`src/hw/rtl/crmc_pkg.sv`:
```
// ----------------------------------------------------------------------------
// crmc_pkg: shared types and constants of the canonical row mode counter
// Sizes of the pattern table, the cell groups and the per-cell control word.
// ----------------------------------------------------------------------------
package crmc_pkg;

  localparam int ROW_BITS    = 64;
  localparam int WIDTH_W     = 7;
  localparam int NUM_CELLS   = 256;
  localparam int GROUP_SIZE  = 16;
  localparam int NUM_GROUPS  = NUM_CELLS / GROUP_SIZE;
  localparam int CNT_W       = 9;

  localparam logic [CNT_W-1:0]   CNT_MAX       = {CNT_W{1'b1}};
  localparam logic [WIDTH_W-1:0] WIDTH_DEFAULT = WIDTH_W'(ROW_BITS);

  // Control broadcast from the sequencer to every table cell
  typedef struct packed {
    logic clear;  // drop the entry (first row of a matrix)
    logic cmp;    // capture the match flag
    logic inc;    // bump the count of the matching entry
    logic ins;    // store the key in the first free entry
  } cell_ctl_t;

endpackage

```
`src/hw/rtl/crmc_cell.sv`:
```
// ----------------------------------------------------------------------------
// crmc_cell: one entry of the pattern table
// Holds a key, its count and a valid bit; finds the insert point from the
// valid bit of its left neighbor, so the used entries always form a prefix.
// ----------------------------------------------------------------------------
module crmc_cell
  import crmc_pkg::*;
(
  input  logic                clk,
  input  logic                rst,
  input  cell_ctl_t           ctl,
  input  logic [ROW_BITS-1:0] key_in,
  input  logic                prev_valid,
  output logic                valid,
  output logic                hit,
  output logic [CNT_W-1:0]    cnt_sel
);

  logic [ROW_BITS-1:0] key;
  logic [CNT_W-1:0]    count;
  logic                eff_valid;

  // A first row invalidates the entry before it is compared
  assign eff_valid = valid && !ctl.clear;

  // Expose the count only when this entry matched
  assign cnt_sel = hit ? count : '0;

  // Control state: valid and match flags
  always_ff @(posedge clk) begin
    if (rst) begin
      valid <= 1'b0;
      hit   <= 1'b0;
    end else begin
      if (ctl.cmp) begin
        hit   <= eff_valid && (key == key_in);
        valid <= eff_valid;
      end else if (ctl.ins && !valid && prev_valid) begin
        valid <= 1'b1;
      end
    end
  end

  // Payload: key and saturating count
  always_ff @(posedge clk) begin
    if (ctl.inc && hit) begin
      if (count != CNT_MAX) begin
        count <= count + CNT_W'(1);
      end
    end else if (ctl.ins && !valid && prev_valid) begin
      key   <= key_in;
      count <= CNT_W'(1);
    end
  end

endmodule

```
`config.mk`:
```
export PLATFORM = sky130hd
export DESIGN_NAME = crmc_cell
export DESIGN_NICKNAME = d
export VERILOG_FILES = /design/src/hw/rtl/crmc_pkg.sv /design/src/hw/rtl/crmc_cell.sv
export SDC_FILE = /design/constraint.sdc
export NUM_CORES = 1
export LEC_CHECK = 0
export BUFFER_PORTS_ARGS = -buffer_cell sky130_fd_sc_hd__buf_4
export CAP_MARGIN = 40
export CORE_UTILIZATION = 47
export CTS_CLUSTER_DIAMETER = 200
export DETAILED_ROUTE_END_ITERATION = 10
export GPL_ROUTABILITY_DRIVEN = 0
export HOLD_SLACK_MARGIN = 0.15
export PLACE_DENSITY_LB_ADDON = 0.05
export SKIP_LAST_GASP = 1
export SYNTH_ARGS = -nofsm -noshare
export SYNTH_HDL_FRONTEND = slang
export SYNTH_SLANG_ARGS = --single-unit
```
`constraint.sdc`:
```
create_clock -name clk -period 3.59 [get_ports clk]
set_input_delay 0 -clock clk [delete_from_list [all_inputs] [get_ports clk]]
set_output_delay 0 -clock clk [all_outputs]
set_load 0.005 [all_outputs]
```
# Yosys cells after proc, flatten, opt, wreduce, memory -nomap -nowiden
# Index checks and enable logic that the tools add are counted.
# op_classes
muxes	6
n_bitwise	1
n_eq_ne	3
reduce_logical	11
add_sub_neg	1
# ops
op	count
$eq 64x64->1	1
$mux 9	4
$add 9x1->9 const B	1
$ne 9x9->1 const B	1
$logic_and 1x1->1	5
$reduce_and 2->1	2
$reduce_bool 2->1	2
$logic_not 1->1	2
$mux 1	2
$ne 2x1->1 const B	1
$not 1->1	1
# word_totals
word_cells	26
in_bits	71
ff_bits	75

# Depth between registers and ports, before layout
# logic_depth
ltp_word	5
mapped_depth	5
mapped_depth_nobuf	5

# Least setup slack after synthesis
# OpenSTA, ideal clock, no wires.
# synth_path
path_kind	register -> register
startpoint	register hit
endpoint	register key[0], enable pin
arrival_ns	3.301
path_buffers	0
stages_incl_launch_ff	4
required_ns	3.104
path_slack_ns	-0.197
path_cell_list	dfxtp_1 -> nand2_1 -> nand3_1 -> nor2_1
# synth_via
elab_chain_cells	3
# synth_rtl
item	line_no	source
from (decl)	crmc_cell.sv:15	output logic hit,
from (signal assigned)	crmc_cell.sv:36	hit <= eff_valid && (key == key_in);
$logic_and 1x1->1	crmc_cell.sv:46	if (ctl.inc && hit) begin
$not 1->1 (no line)	--	
$reduce_and 2->1 (no line)	--	
to (signal assigned)	crmc_cell.sv:51	key <= key_in;
to (decl)	crmc_cell.sv:19	logic [ROW_BITS-1:0] key;
# Every way passes these cells.
# A chain may end at the register's enable or synchronous reset.

# Final worst setup path
# layout_path
startpoint	register hit
endpoint	register key[55], enable pin
# Same word-level chain as after synthesis.

==> metrics <==
Final Slew Violations 0; largest family of logic cells by synthesized area XOR/XNOR gates; Slowest-stage cell, CP dlygate4sd3_1; fin nets about 450; Hold Vio Cnt, Final 0; DP Area 0.00396 sq mm; Post-Route WL around 6300 um; Initial DRC Count ~120; FP Rows 29; sequential area share after synthesis 0.695; post-route ant nets 0; Initial Util 0.497; Setup-failing EPs final 0; Vias approximately 2200; multiplexer area fraction after synthesis 0; wire length per cell approximately 14 um; Setup CP Type flip-flop to flip-flop; post-synthesis instance total ~210; FF+latch count, synth 75; worst-skew pair later-pin latency about 0.33 ns; Most Frequent Cell on Critical Path buf_12; WHS Path Cells 3; root buf cell clkbuf_8; Die X approximately 85 um; vias in the first global route 2285; status complete, but fails checks; via-per-instance ratio roughly 4.7; area delta synth->final 50.4%; Worst Clk Skew around 0.0057 ns; pwr/cell area 369 mW/mm^2; post-cts hold buffer count 71; TritonCTS clock tree done; Max IR drop VDD approximately 0.27 mV; Simple-Gate Fraction of Synth Area 0.0966; die area ~0.0072 sq mm; failing checks design-rule violations; Setup TNS 0 ns; post-CTS sizing 0; Finished Cell Area ~0.0048 sq mm; Tcrit/Tclk final 0.654; crit path capture type flip-flop; compound-cell area share of the yosys netlist 0.0129; worst hold slack 0.383 ns; Hold Startpoint prev_valid; CTS Sinks between 70 and 80; Fmax achieved between 0.4 and 0.5 GHz; proportion of layout cells with a drive suffix above 1 0.258; Hold Path End count[6]; syn_nets between 200 and 300; Worst EP arrival 2.38 ns; r2r endpoint key[55]; min Tclk post-route roughly 2.3 ns; largest net degree at the start of global routing 34; postcts setup bufs 0; grt ovf 0; initial antenna violation count 0; syn_area_per_cell 15.2 sq um; Slew HR 0.442; # IOs 82; Worst-Margin Slew between 0.8 and 0.9 ns; First-pass DRT Iterations 7; global-route wire length before repair around 10000 um; worst reg2reg setup slack about 1.2 ns; CTS Buf Count 9; P_leak ~1.8 nW; die height 84.7 um; setup repair after global routing missed its margin false; max cap viols 0; Yosys Warn Count 0; H-tree depth 3; worst path cell trace nand2_1 -> nand3_1 -> dlygate4sd3_1 -> nor2_4 -> buf_12 -> buf_12; critical path required time around 3.6 ns; # diodes 0; clock tree buffer depth 2; Netlist cell types 21; post-synthesis xor/xnor area fraction 0.185; HP Class input pin to flip-flop; Worst setup SP type flip-flop; critical-path maximum fanout 33; clock slew at reported path FFs 0.07 ns; crit-path max cell delay between 0.6 and 0.7 ns; worst reg2reg path depth 6; GRT Resource Usage Total 0.194; fill count roughly 430; post-synthesis adder-cell area fraction 0.00779; CORE AREA 0.00646 sq mm; FF-to-FF Start hit; drc violations 5; Post-DP HPWL 4020 um; IO Port Bufs 81; post-synthesis cell area between 0.003 and 0.004 sq mm
==> how the worst max path moves through the flow <==
stage / cells past startpoint / slack (ns) / from / to
after floorplan: 3 / 0.87 / hit / key[0]
after CTS: 6 / 1.21 / hit / key[3]
after detailed placement: 5 / 1.55 / count[3] / count[0]
final: 6 / 1.24 / hit / key[55]
after global placement: 4 / 1.41 / hit / key[61]
after global routing: 6 / 1.11 / hit / key[55]
==> layer usage <==
metal / share of wire / wire length [um] / vias up / GRT usage
met5: 0 / 0 / - / 0
met4: 0.023 / 148 / 0 / 0.0971
met3: 0.043 / 271 / 13 / 0.0374
met2: 0.48 / 3040 / 58 / 0.313
met1: 0.45 / 2870 / 987 / 0.253
li1: - / - / 1105 / -
==> where the power goes <==
| part | internal [W] | total (W) | switching, W | leakage (nW) |
|---|---|---|---|---|
| Clock | 0.000241 | 0.000527 | 0.000286 | 0.0853 |
| Combinational | 0.000151 | 0.000236 | 0.0000852 | 0.975 |
| Sequential | 0.00100 | 0.00102 | 0.0000161 | 0.706 |
==> registers in the layout, summed over array words and instances (netlist names) <==
name   cells
hit        1
count      9
valid      1
key       64
==> cell usage in the layout (no fill, tap or decap), drive strengths merged <==
cell | netlist | routed
a21oi | 4 | 4
and2 | 9 | 9
and3 | 3 | 3
buf | 0 | 83
clkbuf | 1 | 9
clkinv | 0 | 7
dfxtp | 2 | 2
dlygate4sd3 | 0 | 71
edfxtp | 73 | 73
ha | 2 | 2
inv | 1 | 1
nand2 | 5 | 5
nand3 | 7 | 7
nand4 | 15 | 15
nor2 | 9 | 9
nor3 | 1 | 1
nor4 | 4 | 4
nor4bb | 1 | 1
o21ai | 3 | 3
o22ai | 1 | 1
or3 | 2 | 2
xnor2 | 61 | 61
xor2 | 7 | 7
==> metrics by stage <==
| stage | power, W | instances | utilization | setup WS [ns] |
|---|---|---|---|---|
| after floorplan | 0.00111 | 211 | - | 0.866 |
| after global placement | 0.00121 | 369 | 0.610 | 1.41 |
| after detailed placement | 0.00121 | 370 | 0.613 | 1.55 |
| after CTS | 0.00180 | 457 | 0.748 | 1.21 |
| after global routing | 0.00186 | 457 | 0.748 | 1.11 |
| final | 0.00178 | 457 | 0.748 | 1.24 |
==> synthesized netlist by cell type <==
master	n	area share
and3_1	3	0.0058
nor3_1	1	0.0016
edfxtp_1	73	0.68
nor4_1	4	0.0078
and2_1	8	0.016
nor2_1	9	0.011
xor2_1	7	0.019
nor4bb_1	1	0.0031
nand3_1	7	0.011
o22ai_1	1	0.0019
inv_1	1	0.0012
or3_1	2	0.0039
ha_1	2	0.0078
clkbuf_1	1	0.0012
o21ai_0	3	0.0047
dfxtp_1	2	0.012
xnor2_1	61	0.17
nand4_1	15	0.029
a21oi_1	4	0.0062
and2_2	1	0.0023
nand2_1	5	0.0058
==> cell type report <==
type / count / area, sq um / area share
sequential: 75 / 2230 / 0.462
multi-input combinational: 134 / 980 / 0.203
timing repair buffer: 154 / 1360 / 0.281
inverter: 1 / 3.75 / 0.000777
tap: 77 / 96.3 / 0.0199
clock inverter: 7 / 35.0 / 0.00725
clock buffer: 9 / 124 / 0.0256
==> worst max-delay path: cells and delay by family (launching register included) <==
kind                   cells  cell delay [ns]
and+or+nand+nor            3             0.55
DFF                        1             0.42
buffers and inverters      3             1.06
==> logic make-up after synthesis <==
group,after synthesis
flops,75
xor+xnor,68
simple gates,56
compound gates,8
buf+inv,2
fa+ha+maj,2
No activity file was read; power rests on OpenSTA's default activity.
